`src/rtl/tidu_pkg.sv`:
```
// ---------------------------------------------------------------------------
// Thumb instruction decoder package
// Shared types and code points for the Thumb instruction decoder.
// ---------------------------------------------------------------------------
package tidu_pkg;

    typedef logic [1:0] status_t;
    typedef logic [3:0] iclass_t;
    typedef logic [5:0] opcode_t;
    typedef logic [3:0] cond_t;

    localparam status_t ST_OK        = 2'd0;
    localparam status_t ST_UNASSIGN  = 2'd1;
    localparam status_t ST_NODECODE  = 2'd2;
    localparam status_t ST_UNDEF     = 2'd3;

    localparam iclass_t CL_BRANCH = 4'd0;
    localparam iclass_t CL_DP1    = 4'd1;
    localparam iclass_t CL_DP2    = 4'd2;
    localparam iclass_t CL_DP3    = 4'd3;
    localparam iclass_t CL_DP4    = 4'd4;
    localparam iclass_t CL_DP5    = 4'd5;
    localparam iclass_t CL_DP6    = 4'd6;
    localparam iclass_t CL_DP7    = 4'd7;
    localparam iclass_t CL_DP8    = 4'd8;
    localparam iclass_t CL_LS     = 4'd9;
    localparam iclass_t CL_LSM    = 4'd10;
    localparam iclass_t CL_EXC    = 4'd11;

    localparam opcode_t OPC_B_COND      = 6'd0;
    localparam opcode_t OPC_B_IMM       = 6'd1;
    localparam opcode_t OPC_BL_HIGH     = 6'd2;
    localparam opcode_t OPC_BL          = 6'd3;
    localparam opcode_t OPC_BX          = 6'd4;
    localparam opcode_t OPC_ADD_REG     = 6'd5;
    localparam opcode_t OPC_LSL_IMM     = 6'd9;
    localparam opcode_t OPC_MOV_IMM     = 6'd12;
    localparam opcode_t OPC_AND         = 6'd16;
    localparam opcode_t OPC_ADD_IMM_PC  = 6'd32;
    localparam opcode_t OPC_ADD_INC_SP  = 6'd34;
    localparam opcode_t OPC_ADD_HIG_REG = 6'd36;
    localparam opcode_t OPC_STR_IMM     = 6'd39;
    localparam opcode_t OPC_STR_REG     = 6'd45;
    localparam opcode_t OPC_LDR_PC      = 6'd53;
    localparam opcode_t OPC_LDR_SP      = 6'd54;
    localparam opcode_t OPC_STR_SP      = 6'd55;
    localparam opcode_t OPC_LDMIA       = 6'd56;
    localparam opcode_t OPC_STMIA       = 6'd57;
    localparam opcode_t OPC_POP         = 6'd58;
    localparam opcode_t OPC_PUSH        = 6'd59;
    localparam opcode_t OPC_SWI         = 6'd60;
    localparam opcode_t OPC_NONE        = 6'd61;

    localparam cond_t COND_AL = 4'b1110;

    localparam logic [2:0] TOP3_SHIFT  = 3'b000;
    localparam logic [2:0] TOP3_IMM    = 3'b001;
    localparam logic [2:0] TOP3_BRANCH = 3'b111;
    localparam logic [5:0] PFX_ALU     = 6'b010000;
    localparam logic [5:0] PFX_HIREG   = 6'b010001;
    localparam logic [7:0] PFX_BX      = 8'b01000111;
    localparam logic [4:0] PFX_LDR_PC  = 5'b01001;
    localparam logic [4:0] PFX_LS_IMM  = 5'd12;
    localparam logic [3:0] SUB_UNDEF   = 4'b1110;
    localparam logic [3:0] SUB_SWI     = 4'b1111;
    localparam logic [3:0] SUB_SP_ADJ  = 4'b0000;

    typedef struct packed {
        status_t      status;
        iclass_t      instr_class;
        opcode_t      opcode;
        cond_t        condition;
        logic [10:0]  operand_a;
        logic [3:0]   operand_b;
        logic [4:0]   operand_c;
    } decode_t;

endpackage

```
`src/rtl/thumb_instruction_decoder_unit.sv`:
```
// ---------------------------------------------------------------------------
// Thumb instruction decoder unit
// Each accepted instruction beat is registered in the input stage, then in the result stage.
// Throughput: one beat per cycle while out_stall is low, set by the single-pass decode
// between the input register and the result register.
// Reset clears both stage valid flags; no other state is reset.
// ---------------------------------------------------------------------------
module thumb_instruction_decoder_unit (
    input  logic        clk,
    input  logic        rst_n,
    input  logic        in_valid,
    output logic        in_stall,
    input  logic [15:0] instruction,
    output logic        out_valid,
    input  logic        out_stall,
    output logic [1:0]  status,
    output logic [3:0]  instr_class,
    output logic [5:0]  opcode,
    output logic [3:0]  condition,
    output logic [10:0] operand_a,
    output logic [3:0]  operand_b,
    output logic [4:0]  operand_c
);
    import tidu_pkg::*;

    logic        res_load;
    logic        word_valid;
    logic [15:0] word;
    decode_t     dec;
    decode_t     res;

    tidu_in_stage u_in_stage (
        .clk         (clk),
        .rst_n       (rst_n),
        .in_valid    (in_valid),
        .in_stall    (in_stall),
        .instruction (instruction),
        .res_load    (res_load),
        .word_valid  (word_valid),
        .word        (word)
    );

    tidu_decode u_decode (
        .word (word),
        .dec  (dec)
    );

    tidu_out_stage u_out_stage (
        .clk       (clk),
        .rst_n     (rst_n),
        .dec_valid (word_valid),
        .dec       (dec),
        .res_load  (res_load),
        .out_valid (out_valid),
        .out_stall (out_stall),
        .res       (res)
    );

    assign status      = res.status;
    assign instr_class = res.instr_class;
    assign opcode      = res.opcode;
    assign condition   = res.condition;
    assign operand_a   = res.operand_a;
    assign operand_b   = res.operand_b;
    assign operand_c   = res.operand_c;
endmodule

```
`src/rtl/tidu_in_stage.sv`:
```
// ---------------------------------------------------------------------------
// Thumb decoder input stage
// Registers one instruction beat and holds it while the result stage is full.
// ---------------------------------------------------------------------------
module tidu_in_stage (
    input  logic        clk,
    input  logic        rst_n,
    input  logic        in_valid,
    output logic        in_stall,
    input  logic [15:0] instruction,
    input  logic        res_load,
    output logic        word_valid,
    output logic [15:0] word
);
    logic        valid_reg;
    logic        valid_next;
    logic [15:0] word_reg;
    logic        take;

    assign in_stall   = valid_reg && !res_load;
    assign take       = in_valid && !in_stall;
    assign valid_next = take ? 1'b1 : (res_load ? 1'b0 : valid_reg);
    assign word_valid = valid_reg;
    assign word       = word_reg;

    always_ff @(posedge clk or negedge rst_n)
    begin
        if (!rst_n)
        begin
            valid_reg <= 1'b0;
        end
        else
        begin
            valid_reg <= valid_next;
        end
    end

    always_ff @(posedge clk)
    begin
        if (take)
        begin
            word_reg <= instruction;
        end
    end
endmodule

```
`src/rtl/tidu_decode.sv`:
```
// ---------------------------------------------------------------------------
// Thumb decoder format logic
// Matches the format prefixes in priority order and extracts the fields.
// ---------------------------------------------------------------------------
module tidu_decode (
    input  logic            [15:0] word,
    output tidu_pkg::decode_t      dec
);
    import tidu_pkg::*;

    logic [2:0]  r0;
    logic [2:0]  r3;
    logic [2:0]  r8;
    logic [7:0]  imm8;
    logic [3:0]  sub4;
    logic        b11;
    logic [1:0]  h;

    assign r0   = word[2:0];
    assign r3   = word[5:3];
    assign r8   = word[10:8];
    assign imm8 = word[7:0];
    assign sub4 = word[11:8];
    assign b11  = word[11];
    assign h    = word[12:11];

    always_comb
    begin
        dec.status      = ST_OK;
        dec.instr_class = CL_BRANCH;
        dec.opcode      = OPC_NONE;
        dec.condition   = COND_AL;
        dec.operand_a   = '0;
        dec.operand_b   = '0;
        dec.operand_c   = '0;
        priority if (word[15:13] == TOP3_SHIFT)
        begin
            dec.operand_a = {8'd0, r0};
            dec.operand_b = {1'b0, r3};
            if (h == 2'b11)
            begin
                dec.instr_class = word[10] ? CL_DP2 : CL_DP1;
                dec.opcode      = OPC_ADD_REG + {4'd0, word[10:9]};
                dec.operand_c   = {2'd0, word[8:6]};
            end
            else
            begin
                dec.instr_class = CL_DP4;
                dec.opcode      = OPC_LSL_IMM + {4'd0, h};
                dec.operand_c   = word[10:6];
            end
        end
        else if (word[15:13] == TOP3_IMM)
        begin
            dec.instr_class = CL_DP3;
            dec.opcode      = OPC_MOV_IMM + {4'd0, h};
            dec.operand_a   = {3'd0, imm8};
            dec.operand_b   = {1'b0, r8};
        end
        else if (word[15:13] == TOP3_BRANCH)
        begin
            dec.operand_a = word[10:0];
            dec.operand_b = {2'd0, h};
            unique case (h)
                2'b00:   dec.opcode = OPC_B_IMM;
                2'b01:   dec.status = ST_UNASSIGN;
                2'b10:   dec.opcode = OPC_BL_HIGH;
                default: dec.opcode = OPC_BL;
            endcase
        end
        else if (word[15:10] == PFX_ALU)
        begin
            dec.instr_class = CL_DP5;
            dec.opcode      = OPC_AND + {2'd0, word[9:6]};
            dec.operand_a   = {8'd0, r0};
            dec.operand_b   = {1'b0, r3};
        end
        else if (word[15:8] == PFX_BX)
        begin
            dec.operand_a = {7'd0, word[6:3]};
            if (word[7])
            begin
                dec.status = ST_UNASSIGN;
            end
            else
            begin
                dec.opcode = OPC_BX;
            end
        end
        else if (word[15:10] == PFX_HIREG)
        begin
            dec.instr_class = CL_DP8;
            dec.opcode      = OPC_ADD_HIG_REG + {4'd0, word[9:8]};
            dec.operand_a   = {7'd0, word[7], r0};
            dec.operand_b   = word[6:3];
        end
        else if (word[15:11] == PFX_LDR_PC)
        begin
            dec.instr_class = CL_LS;
            dec.opcode      = OPC_LDR_PC;
            dec.operand_a   = {3'd0, imm8};
            dec.operand_b   = {1'b0, r8};
        end
        else
        begin
            unique case (word[15:12])
                4'h5:
                begin
                    dec.instr_class = CL_LS;
                    dec.opcode      = OPC_STR_REG + {3'd0, word[11:9]};
                    dec.operand_a   = {8'd0, r0};
                    dec.operand_b   = {1'b0, r3};
                    dec.operand_c   = {2'd0, word[8:6]};
                end
                4'h6, 4'h7, 4'h8:
                begin
                    dec.instr_class = CL_LS;
                    dec.opcode      = OPC_STR_IMM + {1'b0, word[15:11] - PFX_LS_IMM};
                    dec.operand_a   = {8'd0, r0};
                    dec.operand_b   = {1'b0, r3};
                    dec.operand_c   = word[10:6];
                end
                4'h9:
                begin
                    dec.instr_class = CL_LS;
                    dec.opcode      = b11 ? OPC_LDR_SP : OPC_STR_SP;
                    dec.operand_a   = {3'd0, imm8};
                    dec.operand_b   = {1'b0, r8};
                end
                4'hA:
                begin
                    dec.instr_class = CL_DP6;
                    dec.opcode      = OPC_ADD_IMM_PC + {5'd0, b11};
                    dec.operand_a   = {3'd0, imm8};
                    dec.operand_b   = {1'b0, r8};
                end
                4'hB:
                begin
                    priority if (sub4 == SUB_SP_ADJ)
                    begin
                        dec.instr_class = CL_DP7;
                        dec.opcode      = OPC_ADD_INC_SP + {5'd0, word[7]};
                        dec.operand_a   = {4'd0, word[6:0]};
                    end
                    else if (sub4 == SUB_UNDEF)
                    begin
                        dec.status = ST_NODECODE;
                    end
                    else
                    begin
                        dec.instr_class = CL_LSM;
                        dec.opcode      = b11 ? OPC_POP : OPC_PUSH;
                        dec.operand_a   = {3'd0, imm8};
                        dec.operand_b   = {3'd0, word[8]};
                    end
                end
                4'hC:
                begin
                    dec.instr_class = CL_LSM;
                    dec.opcode      = b11 ? OPC_LDMIA : OPC_STMIA;
                    dec.operand_a   = {3'd0, imm8};
                    dec.operand_b   = {1'b0, r8};
                end
                4'hD:
                begin
                    priority if (sub4 == SUB_UNDEF)
                    begin
                        dec.status = ST_UNDEF;
                    end
                    else if (sub4 == SUB_SWI)
                    begin
                        dec.instr_class = CL_EXC;
                        dec.opcode      = OPC_SWI;
                        dec.operand_a   = {3'd0, imm8};
                    end
                    else
                    begin
                        dec.opcode    = OPC_B_COND;
                        dec.condition = sub4;
                        dec.operand_a = {3'd0, imm8};
                    end
                end
                default:
                begin
                    dec.status = ST_NODECODE;
                end
            endcase
        end
    end
endmodule

```
`src/rtl/tidu_out_stage.sv`:
```
// ---------------------------------------------------------------------------
// Thumb decoder result stage
// Registers the decoded beat and holds it until the consumer takes it.
// ---------------------------------------------------------------------------
module tidu_out_stage (
    input  logic              clk,
    input  logic              rst_n,
    input  logic              dec_valid,
    input  tidu_pkg::decode_t dec,
    output logic              res_load,
    output logic              out_valid,
    input  logic              out_stall,
    output tidu_pkg::decode_t res
);
    import tidu_pkg::*;

    logic    valid_reg;
    logic    valid_next;
    decode_t res_reg;

    assign res_load   = !valid_reg || !out_stall;
    assign valid_next = res_load ? dec_valid : valid_reg;
    assign out_valid  = valid_reg;
    assign res        = res_reg;

    always_ff @(posedge clk or negedge rst_n)
    begin
        if (!rst_n)
        begin
            valid_reg <= 1'b0;
        end
        else
        begin
            valid_reg <= valid_next;
        end
    end

    always_ff @(posedge clk)
    begin
        if (res_load && dec_valid)
        begin
            res_reg <= dec;
        end
    end
endmodule
```
`config.mk`:
```
export PLATFORM = sky130hd
export DESIGN_NAME = thumb_instruction_decoder_unit
export DESIGN_NICKNAME = d
export VERILOG_FILES = /design/src/rtl/tidu_pkg.sv /design/src/rtl/thumb_instruction_decoder_unit.sv /design/src/rtl/tidu_in_stage.sv /design/src/rtl/tidu_decode.sv /design/src/rtl/tidu_out_stage.sv
export SDC_FILE = /design/constraint.sdc
export NUM_CORES = 1
export LEC_CHECK = 0
export BUFFER_PORTS_ARGS = -buffer_cell sky130_fd_sc_hd__buf_2
export CAP_MARGIN = 40
export CORE_MARGIN = 2
export CORE_UTILIZATION = 52
export CTS_BUF_LIST = sky130_fd_sc_hd__clkbuf_4 sky130_fd_sc_hd__clkbuf_8
export DETAILED_ROUTE_END_ITERATION = 10
export GPL_TIMING_DRIVEN = 0
export PLACE_DENSITY = 0.71
export SYNTH_ARGS = -nofsm -noshare
export SYNTH_HDL_FRONTEND = slang
export SYNTH_SLANG_ARGS = --single-unit
export TNS_END_PERCENT = 100
```
`constraint.sdc`:
```
create_clock -name clk -period 7.4 [get_ports clk]
set_input_delay 0.74 -clock clk [delete_from_list [all_inputs] [get_ports clk]]
set_output_delay 0.74 -clock clk [all_outputs]
set_load 0.02 [all_outputs]
```
; Word-level counts from Yosys, hierarchy flattened
; Cells that the tools add are included.
[classes]
add_sub_neg = 10
eq_ne = 20
muxes = 56
bitwise_logic = 1
reduce_logical = 19
[ops]
columns = operator, n
row1 = $mux W10, 8
row2 = $pmux W10 S7, 1
row3 = $mux W15, 4
row4 = $pmux W11 S4, 1
row5 = $mux W12, 3
row6 = $eq A4 B4 Y1 const B, 8
row7 = $mux W5, 6
row8 = $mux W25, 1
row9 = $mux W6, 4
row10 = $mux W11, 2
row11 = $mux W4, 5
row12 = $mux W2, 9
row13 = $pmux W6 S3, 1
row14 = $add A6 B1 Y6 const A, 2
row15 = $eq A4 B3 Y1 const B, 3
row16 = $eq A6 B5 Y1 const B, 2
row17 = $pmux W4 S3, 1
row18 = $add A4 B2 Y5 const A, 2
row19 = $pmux W5 S2, 1
row20 = $reduce_or A10 Y1, 1
row21 = $mux W9, 1
row22 = $eq A8 B7 Y1 const B, 1
row23 = $mux W1, 7
row24 = $reduce_or A7 Y1, 1
row25 = 24 further kinds, 31
[word_totals]
regBits = 54
in_bits = 20
out_inout_bits = 38
word_cells = 119

; Depth between registers and ports, before layout
[logic_depth]
ltp_word = 11
mapped_depth = 9
ltp_nobuf = 8

; Hierarchy
; From an unflattened synthesis, not the netlist that was laid out.
[hier_totals]
cells_unflattened = 347
area_unflattened_um2 = 3454.6
[modules_own_cells]
columns = mod, n_inst, cells_per_inst, area_per_inst_um2, seq_area_each_um2
row1 = tidu_decode, 1, 286, 1788.0, 0.0
row2 = tidu_out_stage, 1, 40, 1128.6, 1106.1
row3 = tidu_in_stage, 1, 21, 538.0, 505.5

; Worst setup path after synthesis
; OpenSTA, ideal clock, no wires.
[synth_timing]
path_kind = input to register
from = input port out_stall
to = register u_out_stage.res_reg (netlist bit u_out_stage.res[0]) (enable)
setup_ps = 484
t_arrival_ps = 3380
required_time_ps = 6916
path_slack_ps = 3535
cell_stages = 1
path_buffers = 0
path_cell_list = a21boi_0
[synth_via]
elab_chain_cells = 3
[synth_lines]
columns = item, line
row1 = from (decl), thumb_instruction_decoder_unit.sv:15  ; input logic out_stall,
row2 = $logic_not A1 Y1, tidu_out_stage.sv:21  ; assign res_load = !valid_reg || !out_stall;
row3 = $logic_or A1 B1 Y1, tidu_out_stage.sv:21
row4 = $logic_and A1 B1 Y1, tidu_out_stage.sv:40  ; if (res_load && dec_valid)
row5 = to (signal assigned), tidu_out_stage.sv:42  ; res_reg <= dec;
row6 = to (decl), tidu_out_stage.sv:19  ; decode_t res_reg;
; Every way passes these cells.
; A chain may end at the register's enable or synchronous reset.

==> impl_summary.log <==
INFO  metric number_of_register_bits_inferred_by_synthesis = 54
INFO  metric reg2regPathDepth = 7
INFO  metric maxClockFrequency = 0.319 GHz
INFO  metric timing.setup.critical_path_class = reg2reg
INFO  metric timing.critical_path.arrival = 3.19 ns
INFO  metric holdWs = 0.183 ns
INFO  metric worst_path_largest_cell_delay = 0.57 ns
INFO  metric io_pins = 58
INFO  metric combined_global_route_utilization_of_all_metal_layers = 27.4%
INFO  metric crit_path_start_kind = register
INFO  metric clock_latency_on_the_worst_skew_pair = 0.32 ns
INFO  metric place.gp.congestion = 0.999
INFO  metric p_leak = 1.52 nW
INFO  metric vias = 2,975
INFO  metric power_per_cell_area = 193 nW/µm²
INFO  metric timing.setup.tns = 0 ns
INFO  metric avgViaCountPerCell = 6.41
INFO  metric tritoncts_clock_tree = done
INFO  metric initial_utilization = 52.8%
INFO  metric synth_async_sr_flop_share = 3.70%
INFO  metric drt-total-wl = 9320 µm
INFO  metric critical_path.max_fanout = 10
INFO  metric max_cap_violations = 0
INFO  metric postCtsHoldBufs = 0
INFO  metric synthToLayoutAreaGrowth = 15.5%
INFO  metric max-vdd-ir-drop = 0.124 mV
INFO  metric clkSlewWorstSetupHoldPaths = 0.11 ns
INFO  metric final_net_count = 420
INFO  metric place.port_buffers = 57
INFO  metric tightest_slew = 0.686 ns
INFO  metric crit_path_top_delay_cell = edfxtp_1
INFO  metric synth_edf_count = 52
INFO  metric crit_chain = clkinv_1, ha_1, o21bai_1, nand2_1, clkbuf_1, nor4_1, nor3_1
INFO  metric cp_data_required_time = 7.46 ns
INFO  metric postPlaceCellArea = 3710 µm²
INFO  metric total_die_area = 6990 µm²
INFO  metric fin_crit_sh = 42.4%
INFO  metric synthesis.instances = 321
INFO  metric design.core.area = 6240 µm²
INFO  metric antenna_found_initial = 0
INFO  metric drt.antenna.violating_nets = 0
INFO  metric rows = 29
INFO  metric worst_r2r_startpoint = u_in_stage.word[13]
INFO  metric report.power.total = 0.733 mW
INFO  metric post_synth_instance_area = 3300 µm²
INFO  metric postCtsResizedCells = 0
INFO  metric setup-violations-final = 0
INFO  metric first_iter_violations = 457
INFO  metric cts_setup_buffers = 0
INFO  metric timing.final.ws_setup = 4.26 ns
INFO  metric total_drc_errors_in_the_routed_layout = 0
INFO  metric buf_inv_on_cp = 2
INFO  metric first_global_vias = 2,910
INFO  metric instances_no_fill = 464
INFO  metric number_of_fillers_in_the_final_layout = 536
INFO  metric largest_reg_flops = 36
INFO  metric number_of_distinct_library_cells_after_synthesis = 61
INFO  metric synth.avg_cell_area = 10.3 µm²
INFO  metric grt_start_max_net_pins = 31
INFO  metric synth_fp_nets = 355
INFO  metric clock_skew = 0.00905 ns
INFO  metric warning_count_from_the_yosys_run = 0
INFO  metric design_area = 3810 µm²
INFO  metric drt_pass1_iterations = 5
INFO  metric synth-seq-area-share = 48.9%
INFO  metric place_hpwl = 6710 µm
INFO  metric cts-buffers-inserted = 5
INFO  metric min-delay-path-class = in2async
INFO  metric timing.rr.end = u_out_stage.res[26]
INFO  metric placement.setup.worst_slack = 4.40 ns
INFO  metric layout.area.seq = 1610 µm²
INFO  metric placedCellCount = 456
INFO  metric multiInputGateArea = 1540 µm²
INFO  metric run_status = finished clean
INFO  metric final_max_slew_viol_count = 0
INFO  metric cts.htree.levels = 2
INFO  metric clock_tree_buffer_depth = 2
INFO  metric fin_crit = 3.14 ns
INFO  metric critPathTopFamily = buffers and inverters
INFO  metric slew_headroom = 54.2%
INFO  metric layout.core_utilization = 61.0%
INFO  metric layout-drive-gt1-share = 22.2%
INFO  metric worst-r2r-setup-slack = 4.26 ns
INFO  metric hold_violations = 0
INFO  metric grt_overflow = 0
INFO  metric global_route_wire_length_before_repair = 15,000 µm
INFO  metric antenna_cells_inserted = 0
INFO  metric cts.sink_count = 54
INFO  metric chipWidth = 83.6 µm
INFO  metric critical_path.endpoint_type = register
INFO  metric die-height = 83.6 µm
INFO  metric dominantRegCellSynth = edfxtp_1
INFO  metric grt_setup_unrepaired = no
INFO  metric wire_per_inst = 20.1 µm
INFO  metric clockRootBuffer = clkbuf_8
-- worst max-delay path by stage --
stage,startpoint,endpoint,slack [ns],depth (start not counted)
final,u_in_stage.word[13],u_out_stage.res[26],4.26,7
after global routing,u_in_stage.word[13],u_out_stage.res[9],4.15,8
after floorplan,out_stall,u_out_stage.res[0],3.54,1
after detailed placement,u_in_stage.word[13],u_out_stage.res[26],4.40,7
after CTS,u_in_stage.word[13],u_out_stage.res[26],4.38,7
after global placement,out_stall,u_out_stage.res[23],2.67,2
-- cells in the mapped netlist (all sizes together), types with 4 or more instances --
library cell	instances	share of area (%)
a211oi	7	1.6
a21oi	22	3.5
a31oi	5	0.95
and3	10	1.9
buf	12	2.0
clkbuf	10	1.1
edfxtp	52	47
ha	14	5.3
inv	11	1.3
nand2	26	3.0
nand3	12	1.8
nand4	4	0.76
nor2	14	1.7
nor2b	13	2.6
nor3	13	2.0
nor4	4	0.76
o21ai	15	2.3
o22ai	5	0.95
o311ai	4	1.1
or3	6	1.1
-- worst register-to-register path, stage by stage (launching register included) --
cell,delay [ns]
edfxtp_1,0.57
clkinv_1,0.42
ha_1,0.41
o21bai_1,0.57
nand2_1,0.13
clkbuf_1,0.29
nor4_1,0.36
nor3_1,0.12
-- per-layer routing --
layer	global-route usage (%)	share of wire, %	up-vias
met5	0	0	-
met4	12.5	4.2	0
met3	6.73	11	43
met2	41.5	45	231
met1	37.4	40	1335
li1	-	-	1366
-- cell families after synthesis --
logic type | after synthesis | synth area share, %
multiplexers | 4 | 1.25
adder cells (fa/ha/maj) | 14 | 5.31
flip-flops | 54 | 48.9
AND/OR/NAND/NOR | 114 | 18.3
AO/OA/AOI/OAI | 97 | 20.8
buffers and inverters | 35 | 4.63
XOR/XNOR | 3 | 0.797
-- area by class of cell --
type / count / share of cell area (%)
repair buffers: 58 / 8.02
plain buffers: 22 / 2.73
inverters: 13 / 1.28
clock buffers: 5 / 1.81
well taps: 77 / 2.53
multi-input cells: 232 / 40.6
clock inverters: 3 / 0.756
flip-flops and latches: 54 / 42.3
-- layout by cell type (no fill, tap or decap), types with 6 or more instances in the layout --
cell type	count
buf_2	65
edfxtp_1	52
nand2_1	26
a21oi_1	21
o21ai_0	15
ha_1	14
nor2_1	13
nor3_1	13
nand3_1	12
inv_1	11
nor2b_1	11
clkbuf_1	10
and3_1	10
a211oi_1	7
or3_1	6
-- report_power, final --
group / switching [mW] / internal (mW)
sequential: 0.0128 / 0.367
clock: 0.106 / 0.0703
combinational: 0.116 / 0.0607
total: 0.235 / 0.498
(Power assumes the default switching activity.)
